`config.mk`:
```
export PLATFORM = sky130hd
export DESIGN_NAME = grid_maze_dfs_solver_top
export DESIGN_NICKNAME = d
export VERILOG_FILES = /design/src/hw/rtl/gmds_pkg.sv /design/src/hw/rtl/gmds_cfg.sv /design/src/hw/rtl/gmds_nbr.sv /design/src/hw/rtl/gmds_seq.sv /design/src/hw/rtl/grid_maze_dfs_solver_top.sv
export SDC_FILE = /design/constraint.sdc
export NUM_CORES = 2
export LEC_CHECK = 0
export ABC_AREA = 0
export ABC_CLOCK_PERIOD_IN_PS = 5200
export BUFFER_PORTS_ARGS = -buffer_cell sky130_fd_sc_hd__buf_2
export CAP_MARGIN = 20
export CORE_ASPECT_RATIO = 0.7
export CORE_MARGIN = 8
export CORE_UTILIZATION = 57
export DETAILED_ROUTE_END_ITERATION = 8
export PLACE_DENSITY = 0.72
export SYNTH_ARGS = -nofsm -noshare
export SYNTH_HDL_FRONTEND = slang
export SYNTH_SLANG_ARGS = --single-unit
```
`constraint.sdc`:
```
create_clock -name clk_i -period 5.2 [get_ports clk_i]
set_input_delay 0.26 -clock clk_i [delete_from_list [all_inputs] [get_ports clk_i]]
set_output_delay 0.26 -clock clk_i [all_outputs]
set_load 0.02 [all_outputs]
```
`src/hw/rtl/gmds_pkg.sv`:
```
// ----------------------------------------------------------------------------
// gmds_pkg
// Shared types and codes of the grid maze depth-first solver: request,
// result and configuration records, request kinds, register indexes and
// neighbour directions.
// ----------------------------------------------------------------------------
`default_nettype none

package gmds_pkg;

  // request kinds
  localparam logic [1:0] KIND_LOAD  = 2'd0;
  localparam logic [1:0] KIND_SOLVE = 2'd1;
  localparam logic [1:0] KIND_READ  = 2'd2;

  // configuration register indexes
  localparam int unsigned CFG_IDX_W = 3;
  localparam logic [CFG_IDX_W-1:0] CFG_MAZE_WIDTH  = 3'd0;
  localparam logic [CFG_IDX_W-1:0] CFG_MAZE_HEIGHT = 3'd1;
  localparam logic [CFG_IDX_W-1:0] CFG_START_X     = 3'd2;
  localparam logic [CFG_IDX_W-1:0] CFG_START_Y     = 3'd3;
  localparam logic [CFG_IDX_W-1:0] CFG_END_X       = 3'd4;
  localparam logic [CFG_IDX_W-1:0] CFG_END_Y       = 3'd5;
  localparam int unsigned CFG_DATA_W = 5;

  // neighbour order of the walk
  typedef enum logic [1:0] {
    DIR_UP    = 2'd0,
    DIR_DOWN  = 2'd1,
    DIR_LEFT  = 2'd2,
    DIR_RIGHT = 2'd3
  } dir_e;

  typedef struct packed {
    logic [4:0] maze_width;
    logic [4:0] maze_height;
    logic [3:0] start_x;
    logic [3:0] start_y;
    logic [3:0] end_x;
    logic [3:0] end_y;
  } cfg_t;

  typedef struct packed {
    logic [1:0] kind;
    logic [3:0] pos_x;
    logic [3:0] pos_y;
    logic [3:0] walls;
    logic [7:0] path_index;
  } req_t;

  typedef struct packed {
    logic       found;
    logic [8:0] path_length;
    logic [3:0] cell_x;
    logic [3:0] cell_y;
  } res_t;

endpackage

`default_nettype wire

```
`src/hw/rtl/gmds_cfg.sv`:
```
// ----------------------------------------------------------------------------
// gmds_cfg
// Configuration register file: grid size, start cell and goal cell, written
// through a plain index/data write port.
// ----------------------------------------------------------------------------
`default_nettype none

module gmds_cfg (
  input  wire logic                            clk_i,
  input  wire logic                            rst_ni,
  input  wire logic                            we_i,
  input  wire logic [gmds_pkg::CFG_IDX_W-1:0]  idx_i,
  input  wire logic [gmds_pkg::CFG_DATA_W-1:0] data_i,
  output gmds_pkg::cfg_t                       cfg_o
);

  gmds_pkg::cfg_t cfg_q, cfg_d;

  // register decode, unknown indexes change nothing
  always_comb begin
    cfg_d = cfg_q;
    if (we_i) begin
      unique case (idx_i)
        gmds_pkg::CFG_MAZE_WIDTH:  cfg_d.maze_width  = data_i;
        gmds_pkg::CFG_MAZE_HEIGHT: cfg_d.maze_height = data_i;
        gmds_pkg::CFG_START_X:     cfg_d.start_x     = data_i[3:0];
        gmds_pkg::CFG_START_Y:     cfg_d.start_y     = data_i[3:0];
        gmds_pkg::CFG_END_X:       cfg_d.end_x       = data_i[3:0];
        gmds_pkg::CFG_END_Y:       cfg_d.end_y       = data_i[3:0];
        default:                   cfg_d             = cfg_q;
      endcase
    end
  end

  always_ff @(posedge clk_i or negedge rst_ni) begin
    if (!rst_ni) begin
      cfg_q.maze_width  <= 5'd16;
      cfg_q.maze_height <= 5'd16;
      cfg_q.start_x     <= 4'd0;
      cfg_q.start_y     <= 4'd0;
      cfg_q.end_x       <= 4'd15;
      cfg_q.end_y       <= 4'd15;
    end else begin
      cfg_q <= cfg_d;
    end
  end

  assign cfg_o = cfg_q;

endmodule

`default_nettype wire

```
`src/hw/rtl/gmds_nbr.sv`:
```
// ----------------------------------------------------------------------------
// gmds_nbr
// Neighbour unit shared by every step of the walk: for one direction it gives
// the neighbouring cell and whether it lies in bounds and is not walled off.
// ----------------------------------------------------------------------------
`default_nettype none

module gmds_nbr #(
  parameter int unsigned MAX_DIM = 16,
  localparam int unsigned CW = $clog2(MAX_DIM),
  localparam int unsigned HW = CW + 1
) (
  input  wire logic [CW-1:0] cur_x_i,
  input  wire logic [CW-1:0] cur_y_i,
  input  wire gmds_pkg::dir_e dir_i,
  input  wire logic [HW-1:0] dim_w_i,
  input  wire logic [HW-1:0] dim_h_i,
  input  wire logic [3:0]    walls_i,
  output logic               open_o,
  output logic [CW-1:0]      nb_x_o,
  output logic [CW-1:0]      nb_y_o
);

  logic [HW-1:0] x_inc, y_inc;

  assign x_inc = {1'b0, cur_x_i} + HW'(1);
  assign y_inc = {1'b0, cur_y_i} + HW'(1);

  // one direction per call, wall bit order up, down, left, right
  always_comb begin
    nb_x_o = cur_x_i;
    nb_y_o = cur_y_i;
    open_o = 1'b0;
    unique case (dir_i)
      gmds_pkg::DIR_UP: begin
        nb_y_o = cur_y_i - CW'(1);
        open_o = (cur_y_i != '0) && !walls_i[0];
      end
      gmds_pkg::DIR_DOWN: begin
        nb_y_o = y_inc[CW-1:0];
        open_o = (y_inc < dim_h_i) && !walls_i[1];
      end
      gmds_pkg::DIR_LEFT: begin
        nb_x_o = cur_x_i - CW'(1);
        open_o = (cur_x_i != '0) && !walls_i[2];
      end
      gmds_pkg::DIR_RIGHT: begin
        nb_x_o = x_inc[CW-1:0];
        open_o = (x_inc < dim_w_i) && !walls_i[3];
      end
      default: begin
        open_o = 1'b0;
      end
    endcase
  end

endmodule

`default_nettype wire

```
`src/hw/rtl/gmds_seq.sv`:
```
// ----------------------------------------------------------------------------
// gmds_seq
// Sequencer of the solver: holds the wall, visited and path memories and
// steps the depth-first walk one memory access at a time through the shared
// neighbour unit. Also serves wall loads and path read-back.
// ----------------------------------------------------------------------------
`default_nettype none

module gmds_seq #(
  parameter int unsigned MAX_DIM = 16
) (
  input  wire logic     clk_i,
  input  wire logic     rst_ni,
  input  wire gmds_pkg::cfg_t cfg_i,
  input  wire logic     req_valid_i,
  input  wire gmds_pkg::req_t req_i,
  output logic          req_ready_o,
  output logic          res_valid_o,
  output gmds_pkg::res_t res_o,
  input  wire logic     res_ready_i
);

  localparam int unsigned CW     = $clog2(MAX_DIM);
  localparam int unsigned HW     = CW + 1;
  localparam int unsigned AW     = 2 * CW;
  localparam int unsigned NCELLS = MAX_DIM * MAX_DIM;
  localparam int unsigned SAW    = $clog2(NCELLS);
  localparam int unsigned DW     = $clog2(NCELLS + 1);
  localparam int unsigned CMPW   = (DW > 8) ? DW : 8;

  // sequencer states
  localparam logic [3:0] S_IDLE = 4'd0;
  localparam logic [3:0] S_RDW  = 4'd1;
  localparam logic [3:0] S_CLR  = 4'd2;
  localparam logic [3:0] S_INIT = 4'd3;
  localparam logic [3:0] S_CHK  = 4'd4;
  localparam logic [3:0] S_NB   = 4'd5;
  localparam logic [3:0] S_NBW  = 4'd6;
  localparam logic [3:0] S_POP  = 4'd7;
  localparam logic [3:0] S_POPW = 4'd8;
  localparam logic [3:0] S_DONE = 4'd9;

  logic [3:0]    state_q, state_d;
  logic [DW-1:0] depth_q, depth_d;
  logic          solved_q, solved_d;
  logic [AW-1:0] cur_q, cur_d;
  logic [AW-1:0] nb_q, nb_d;
  logic [AW-1:0] clr_q, clr_d;
  logic [1:0]    dir_q, dir_d;
  logic          hit_q, hit_d;
  logic [3:0]    cx_q, cx_d;
  logic [3:0]    cy_q, cy_d;
  logic          bad_q, bad_d;

  // memories
  logic [3:0]    wall_mem  [1 << AW];
  logic          vis_mem   [1 << AW];
  logic [AW-1:0] stack_mem [NCELLS];
  logic [3:0]    wall_rd_q;
  logic          vis_rd_q;
  logic [AW-1:0] stack_rd_q;

  logic          wall_we, vis_we, vis_wd, stack_we;
  logic [AW-1:0] wall_waddr, vis_waddr, vis_raddr, stack_wd;
  logic [SAW-1:0] stack_waddr, stack_raddr;

  // clamped grid size and cell coordinates
  logic [HW-1:0] dim_w, dim_h;
  logic [AW-1:0] start_cell, goal_cell;
  logic          accept, load_ok, bad_now;
  logic [CMPW-1:0] idx_ext, depth_ext;
  logic [DW-1:0] depth_dec, depth_dec2;
  logic          nb_open;
  logic [CW-1:0] nb_x, nb_y;
  logic [CW+3:0] rd_x_ext, rd_y_ext;
  logic [DW+8:0] len_ext;

  always_comb begin
    if (cfg_i.maze_width == '0) begin
      dim_w = HW'(1);
    end else if (int'(cfg_i.maze_width) > MAX_DIM) begin
      dim_w = HW'(MAX_DIM);
    end else begin
      dim_w = HW'(cfg_i.maze_width);
    end
    if (cfg_i.maze_height == '0) begin
      dim_h = HW'(1);
    end else if (int'(cfg_i.maze_height) > MAX_DIM) begin
      dim_h = HW'(MAX_DIM);
    end else begin
      dim_h = HW'(cfg_i.maze_height);
    end
  end

  assign bad_now = (int'(cfg_i.start_x) >= int'(dim_w)) ||
                   (int'(cfg_i.start_y) >= int'(dim_h)) ||
                   (int'(cfg_i.end_x)   >= int'(dim_w)) ||
                   (int'(cfg_i.end_y)   >= int'(dim_h));
  assign start_cell = {CW'(cfg_i.start_y), CW'(cfg_i.start_x)};
  assign goal_cell  = {CW'(cfg_i.end_y), CW'(cfg_i.end_x)};

  assign accept  = req_valid_i && req_ready_o;
  assign load_ok = (int'(req_i.pos_x) < MAX_DIM) && (int'(req_i.pos_y) < MAX_DIM);

  assign idx_ext    = CMPW'(req_i.path_index);
  assign depth_ext  = CMPW'(depth_q);
  assign depth_dec  = depth_q - DW'(1);
  assign depth_dec2 = depth_q - DW'(2);

  // shared neighbour unit
  gmds_nbr #(
    .MAX_DIM (MAX_DIM)
  ) u_nbr (
    .cur_x_i (cur_q[CW-1:0]),
    .cur_y_i (cur_q[AW-1:CW]),
    .dir_i   (gmds_pkg::dir_e'(dir_q)),
    .dim_w_i (dim_w),
    .dim_h_i (dim_h),
    .walls_i (wall_rd_q),
    .open_o  (nb_open),
    .nb_x_o  (nb_x),
    .nb_y_o  (nb_y)
  );

  // memory ports
  assign wall_we     = accept && (req_i.kind == gmds_pkg::KIND_LOAD) && load_ok;
  assign wall_waddr  = {CW'(req_i.pos_y), CW'(req_i.pos_x)};
  assign vis_raddr   = {nb_y, nb_x};
  assign stack_waddr = depth_q[SAW-1:0];
  assign stack_wd    = (state_q == S_INIT) ? start_cell : nb_q;
  assign stack_raddr = (state_q == S_POP) ? depth_dec2[SAW-1:0] : idx_ext[SAW-1:0];

  always_comb begin
    vis_we    = 1'b0;
    vis_wd    = 1'b0;
    vis_waddr = clr_q;
    stack_we  = 1'b0;
    unique case (state_q)
      S_CLR: begin
        vis_we = 1'b1;
      end
      S_INIT: begin
        vis_we    = 1'b1;
        vis_wd    = 1'b1;
        vis_waddr = start_cell;
        stack_we  = 1'b1;
      end
      S_NBW: begin
        if (!vis_rd_q && (depth_q < DW'(NCELLS))) begin
          vis_we    = 1'b1;
          vis_wd    = 1'b1;
          vis_waddr = nb_q;
          stack_we  = 1'b1;
        end
      end
      default: begin
        vis_we = 1'b0;
      end
    endcase
  end

  always_ff @(posedge clk_i) begin
    if (wall_we) begin
      wall_mem[wall_waddr] <= req_i.walls;
    end
    wall_rd_q <= wall_mem[cur_q];
  end

  always_ff @(posedge clk_i) begin
    if (vis_we) begin
      vis_mem[vis_waddr] <= vis_wd;
    end
    vis_rd_q <= vis_mem[vis_raddr];
  end

  always_ff @(posedge clk_i) begin
    if (stack_we) begin
      stack_mem[stack_waddr] <= stack_wd;
    end
    stack_rd_q <= stack_mem[stack_raddr];
  end

  // walk sequencer
  always_comb begin
    state_d  = state_q;
    depth_d  = depth_q;
    solved_d = solved_q;
    cur_d    = cur_q;
    nb_d     = nb_q;
    clr_d    = clr_q;
    dir_d    = dir_q;
    hit_d    = hit_q;
    cx_d     = cx_q;
    cy_d     = cy_q;
    bad_d    = bad_q;
    unique case (state_q)
      S_IDLE: begin
        if (accept) begin
          cx_d = '0;
          cy_d = '0;
          priority case (req_i.kind)
            gmds_pkg::KIND_SOLVE: begin
              depth_d  = '0;
              solved_d = 1'b0;
              clr_d    = '0;
              bad_d    = bad_now;
              state_d  = S_CLR;
            end
            gmds_pkg::KIND_READ: begin
              hit_d   = idx_ext < depth_ext;
              state_d = S_RDW;
            end
            default: begin
              state_d = S_DONE;
            end
          endcase
        end
      end
      S_RDW: begin
        if (hit_q) begin
          cx_d = rd_x_ext[3:0];
          cy_d = rd_y_ext[3:0];
        end
        state_d = S_DONE;
      end
      S_CLR: begin
        clr_d = clr_q + AW'(1);
        if (&clr_q) begin
          state_d = bad_q ? S_DONE : S_INIT;
        end
      end
      S_INIT: begin
        depth_d = DW'(1);
        cur_d   = start_cell;
        state_d = S_CHK;
      end
      S_CHK: begin
        // wall bits of the current cell are read here and are ready in S_NB
        dir_d = gmds_pkg::DIR_UP;
        if (cur_q == goal_cell) begin
          solved_d = 1'b1;
          state_d  = S_DONE;
        end else begin
          state_d = S_NB;
        end
      end
      S_NB: begin
        if (nb_open) begin
          nb_d    = {nb_y, nb_x};
          state_d = S_NBW;
        end else if (dir_q == gmds_pkg::DIR_RIGHT) begin
          state_d = S_POP;
        end else begin
          dir_d = dir_q + 2'd1;
        end
      end
      S_NBW: begin
        if (!vis_rd_q) begin
          // first free neighbour: push it, or back up when the stack is full
          if (depth_q < DW'(NCELLS)) begin
            depth_d = depth_q + DW'(1);
            cur_d   = nb_q;
            state_d = S_CHK;
          end else begin
            state_d = S_POP;
          end
        end else if (dir_q == gmds_pkg::DIR_RIGHT) begin
          state_d = S_POP;
        end else begin
          dir_d   = dir_q + 2'd1;
          state_d = S_NB;
        end
      end
      S_POP: begin
        depth_d = depth_dec;
        state_d = (depth_q == DW'(1)) ? S_DONE : S_POPW;
      end
      S_POPW: begin
        cur_d   = stack_rd_q;
        state_d = S_CHK;
      end
      S_DONE: begin
        if (res_ready_i) begin
          state_d = S_IDLE;
        end
      end
      default: begin
        state_d = S_IDLE;
      end
    endcase
  end

  always_ff @(posedge clk_i or negedge rst_ni) begin
    if (!rst_ni) begin
      state_q  <= S_IDLE;
      depth_q  <= '0;
      solved_q <= 1'b0;
    end else begin
      state_q  <= state_d;
      depth_q  <= depth_d;
      solved_q <= solved_d;
    end
  end

  always_ff @(posedge clk_i) begin
    cur_q <= cur_d;
    nb_q  <= nb_d;
    clr_q <= clr_d;
    dir_q <= dir_d;
    hit_q <= hit_d;
    cx_q  <= cx_d;
    cy_q  <= cy_d;
    bad_q <= bad_d;
  end

  // result record
  assign rd_x_ext = {4'b0, stack_rd_q[CW-1:0]};
  assign rd_y_ext = {4'b0, stack_rd_q[AW-1:CW]};
  assign len_ext  = {9'b0, depth_q};

  assign req_ready_o       = (state_q == S_IDLE);
  assign res_valid_o       = (state_q == S_DONE);
  assign res_o.found       = solved_q;
  assign res_o.path_length = len_ext[8:0];
  assign res_o.cell_x      = cx_q;
  assign res_o.cell_y      = cy_q;

endmodule

`default_nettype wire

```
`src/hw/rtl/grid_maze_dfs_solver_top.sv`:
```
// ----------------------------------------------------------------------------
// grid_maze_dfs_solver_top
// Depth-first grid maze solver: wall loads, solve and path read-back on one
// request stream, one result per request on the output stream.
//
//   port group  dir  role
//   s_axis_*    in   requests: tuser kind, tdata cell, walls, path index
//   m_axis_*    out  results: found, path length, path cell
//   cfg_*       in   register writes: size, start and goal cells
//
// a load goes from acceptance straight to the result state, a read-back
// through S_RDW first; the result shows on m_axis as s_axis_tready returns
// a solve clears the visited map one entry a cycle, all 4**clog2(MAX_DIM)
// entries (256 at MAX_DIM 16), then pushes the start cell, or goes to the
// result when a start or goal coordinate lies outside the grid
// each walk step checks the cell against the goal, then tries neighbours in
// S_NB (and S_NBW if open); a back-up pops via S_POP and S_POPW and rescans from up
// reset returns the registers to a 16 x 16 grid from (0,0) to (15,15)
// s_axis_tready is low from an accepted request until its result has moved
// into the output register, which holds a stalled result
// ----------------------------------------------------------------------------
`default_nettype none

module grid_maze_dfs_solver_top #(
  parameter int unsigned MAX_DIM = 16
) (
  input  wire logic                            clk_i,
  input  wire logic                            rst_ni,
  input  wire logic                            s_axis_tvalid,
  output logic                                 s_axis_tready,
  input  wire logic [23:0]                     s_axis_tdata,  // pos_x, pos_y, walls, path_index
  input  wire logic [1:0]                      s_axis_tuser,  // kind
  output logic                                 m_axis_tvalid,
  input  wire logic                            m_axis_tready,
  output logic [23:0]                          m_axis_tdata,  // found, path_length, cell_x, cell_y
  input  wire logic                            cfg_we_i,
  input  wire logic [gmds_pkg::CFG_IDX_W-1:0]  cfg_idx_i,
  input  wire logic [gmds_pkg::CFG_DATA_W-1:0] cfg_data_i
);

  gmds_pkg::cfg_t cfg;
  gmds_pkg::req_t req;
  gmds_pkg::res_t res;
  logic           res_valid, res_ready;
  logic           out_valid_q, out_valid_d;
  logic [23:0]    out_data_q, out_data_d;

  // unpack the request
  assign req.kind       = s_axis_tuser;
  assign req.pos_x      = s_axis_tdata[3:0];
  assign req.pos_y      = s_axis_tdata[7:4];
  assign req.walls      = s_axis_tdata[11:8];
  assign req.path_index = s_axis_tdata[19:12];

  gmds_cfg u_cfg (
    .clk_i  (clk_i),
    .rst_ni (rst_ni),
    .we_i   (cfg_we_i),
    .idx_i  (cfg_idx_i),
    .data_i (cfg_data_i),
    .cfg_o  (cfg)
  );

  gmds_seq #(
    .MAX_DIM (MAX_DIM)
  ) u_seq (
    .clk_i       (clk_i),
    .rst_ni      (rst_ni),
    .cfg_i       (cfg),
    .req_valid_i (s_axis_tvalid),
    .req_i       (req),
    .req_ready_o (s_axis_tready),
    .res_valid_o (res_valid),
    .res_o       (res),
    .res_ready_i (res_ready)
  );

  // output register
  assign res_ready = !out_valid_q || m_axis_tready;

  always_comb begin
    out_valid_d = out_valid_q;
    out_data_d  = out_data_q;
    if (res_ready) begin
      out_valid_d = res_valid;
      if (res_valid) begin
        out_data_d = {6'b0, res.cell_y, res.cell_x, res.path_length, res.found};
      end
    end
  end

  always_ff @(posedge clk_i or negedge rst_ni) begin
    if (!rst_ni) begin
      out_valid_q <= 1'b0;
    end else begin
      out_valid_q <= out_valid_d;
    end
  end

  always_ff @(posedge clk_i) begin
    out_data_q <= out_data_d;
  end

  assign m_axis_tvalid = out_valid_q;
  assign m_axis_tdata  = out_data_q;

endmodule

`default_nettype wire
```
==> results.json <==
{
  "outcome": "finished clean",
  "global_route.usage.total_pct": 27.3,
  "design_power_total_mw": 66.9,
  "timing.slew.headroom_pct": 10.2,
  "synthFlopType": "edfxtp_1",
  "initial_utilization_pct": 57.2,
  "complex_gate_fraction_of_the_synthesized_area_pct": 3.36,
  "met3_length_um": 49800,
  "post-route-period-util_pct": 98.4,
  "worst_hold_margin_ns": 0.0395,
  "synth_seq_area_share_pct": 73.6,
  "post_synth.cell_area_avg_sq_um": 15.4,
  "finalSetupViolations": 0,
  "place_hpwl_um": 221000,
  "num_rows": 152,
  "cts_setup_buffers": 0,
  "grt_pass1_wl_um": 536000,
  "critical_path_peak_fanout": 43,
  "postPlaceCellArea_sq_um": 144000,
  "synth_fa_ha_area_share_pct": 0.421,
  "dr_wl_met2_um": 160000,
  "portion_of_netlist_area_occupied_by_mux_cells_pct": 9.72,
  "total_power_density_per_cell_area_nw_per_um2": 433,
  "startpoint_type": "flip-flop",
  "insertion_delay_ns": 0.89,
  "via_cell_ratio": 6.60,
  "antenna_violation_net_count_after_detailed_routing": 0,
  "grt_max_degree": 178,
  "met1_wire_length_um": 145000,
  "post-route-min-period_ns": 5.11,
  "area_of_the_core_sq_um": 245000,
  "post-route-drc-count": 0,
  "synth_cell_type_count": 84,
  "final_max_slew_viols": 0,
  "worstSetupEndpointType": "flip-flop",
  "async_reset_ff_share_pct": 1.19,
  "number_of_buffers_added_on_ports": 54,
  "syn-cell-area_sq_um": 140000,
  "timing.setup.critical_path_class": "flip-flop to flip-flop",
  "drive_above_1_share_pct": 14.3,
  "via_count_of_the_first_global_routing_pass": 79648,
  "area_growth_pct": 10.6,
  "route.top_layer_used": "met5",
  "fin_cells": 12629,
  "synth_edf_count": 3382,
  "dp.cells": 12021,
  "irDropWorstVdd_uv": 342,
  "synth.yosys.warnings": 0,
  "layout.nets": 9227,
  "utilization_pct": 63.2,
  "dominant_combinational_cell_family_by_area_after_synthesis": "simple AND/OR/NAND/NOR gates",
  "post_place_setup_slack_ns": 0.136,
  "dieWidth_um": 608,
  "number_of_clock_sinks_seen_by_cts": 3436,
  "xor_xnor_fraction_of_synth_area_pct": 0.235,
  "ys_seq_elements": 3436,
  "gpl.final_weighted_congestion": 0.921,
  "cts-resized-gates": 0,
  "htree_num_levels": 5,
  "synth-simple-area-share_pct": 10.6,
  "fin_area_sq_um": 155000,
  "detailroute.via_count": 83335,
  "clock_transition_at_the_registers_of_the_reported_paths_ns": 0.07,
  "max_cap_violations": 0,
  "final.setup_skew_ns": 0.0704,
  "floorplan.die_area_sq_um": 262000,
  "drt_pre_antenna_iters": 7,
  "tightest_slew_ns": 1.34,
  "synthCells": 9070,
  "setup-tns-final_ns": 0,
  "number_of_antenna_violations_at_the_first_check_in_global_routing": 19,
  "deepest_clock_path_buffer_count": 4,
  "worst_ep_required_time_ns": 5.88,
  "cts_tree": "yes",
  "pin_count": 65,
  "clk_root_buffer_cell": "clkbuf_16",
  "cts_buffers": 314,
  "unrepaired_setup_endpoints_after_global_routing": "false",
  "timing.final.hold_violations": 0,
  "detail_route.wirelength_um": 367000,
  "drt_initial_violations": 13696,
  "max_freq_mhz": 196,
  "p_leak_nw": 50.1,
  "chipHeight_um": 430,
  "worst_hold_path_type": "input pin to flip-flop",
  "worst-endpoint-arrival_ns": 5.79,
  "overflow": 0,
  "setup_slack_ns": 0.0855,
  "routed_wire_length_per_instance_um": 29.1
}
metal layers:
layer / up-vias / GRT usage [%]
met3: 718 / 7.67
met5: - / 0
met1: 42059 / 40.8
met2: 5689 / 39.3
li1: 34865 / -
met4: 4 / 8.40
state kept, by name, indices dropped and copies added (netlist names), 8 cells and up:
name              flops
u_seq.nb_q            8
u_seq.clr_q           8
m_axis_tdata         18
u_seq.vis_mem       256
u_seq.depth_ext       9
u_seq.cur_q           8
u_seq.stack_mem    2048
u_seq.wall_mem     1024
u_seq.stack_rd_q      8
u_cfg.cfg_o          26
critical path, stage by stage, from the launching register on:
cell and delay (ns):
dfrtp_1 0.61, and4b_1 0.67, buf_4 0.37, mux2_8 0.60, nor2_4 0.57, buf_4 0.31, a32oi_1 0.08, a32oi_1 0.45
nand2_1 0.17, nor4_1 0.88, nand4b_1 0.17
Yosys cell counts (42+ instances only):
master	n	share of area, %
a311oi_1	45	0.28
a32oi_1	135	0.85
a31oi_1	119	0.53
buf_4	42	0.23
buf_2	191	0.68
mux4_2	464	7.5
ha_1	47	0.42
o21ai_0	69	0.25
nor2_1	860	2.3
nor3_1	47	0.17
nand2_1	1649	4.4
a21oi_1	81	0.29
buf_1	72	0.19
edfxtp_1	3382	73
mux2i_1	263	1.9
nand4_1	114	0.51
nand3_1	615	2.2
clkbuf_1	274	0.74
and3_1	101	0.45
layout by cell type, fill, tap and decap left out, types with 56 or more instances in the layout:
master and instances:
edfxtp_1 3382, a31oi_1 119, a32oi_1 135, buf_4 208, nor2_1 847, o21ai_0 65, and3_1 101, clkbuf_1 56
a21oi_1 80, mux2i_1 261, clkbuf_16 321, nand4_1 114, nand3_1 615, mux4_2 464, nand2_1 1648
repair_timing:
item	4_1_cts	5_1_grt
endpoints found under the setup margin	0	0
hold endpoints to repair	202	69
hold buffers	28	1
final timing paths:
kind | from | end | slack [ns] | cells after the start
max in group asynchronous | rst_ni | u_seq.depth_ext[1] | 4.42 | 2
setup / recovery | u_seq.state_q[2] | u_seq.stack_rd_q[2] | 0.09 | 10
setup reg to reg | u_seq.state_q[2] | u_seq.stack_rd_q[2] | 0.09 | 10
min in group asynchronous | rst_ni | m_axis_tvalid | 0.13 | 2
hold reg to reg | u_seq.cy_q[3] | m_axis_tdata[17] | 0.42 | 0
hold / removal | s_axis_tdata[9] | u_seq.wall_mem[200][1] | 0.04 | 1
logic make-up (layout without fill, tap and decap cells):
logic type / count (synthesis) / after routing
and+or+nand+nor: 3493 / 3493
DFF: 3436 / 3436
muxes: 769 / 769
AOI/OAI and AO/OA: 653 / 653
buffers and inverters: 636 / 945
adders and majority gates: 47 / 47
xor gates and xnor gates: 35 / 35
other: 1 / 17
area by class of cell:
class	count	area (sq um)
sequential	3436	103000
fill	16917	89900
multi-input combinational	5003	34300
clock buffer	382	8310
tap	3234	4050
timing repair buffer	347	3230
clock inverter	177	1710
inverter	39	154
antenna	11	27.5
report_power, final:
part,internal (mW),switching [mW],leakage [nW]
Combinational,4.16,7.73,14.1
Sequential,31.6,0.405,31.1
Clock,12.9,10.2,4.88
Total,48.6,18.3,50.1
Power figures use the tool's default switching activity.
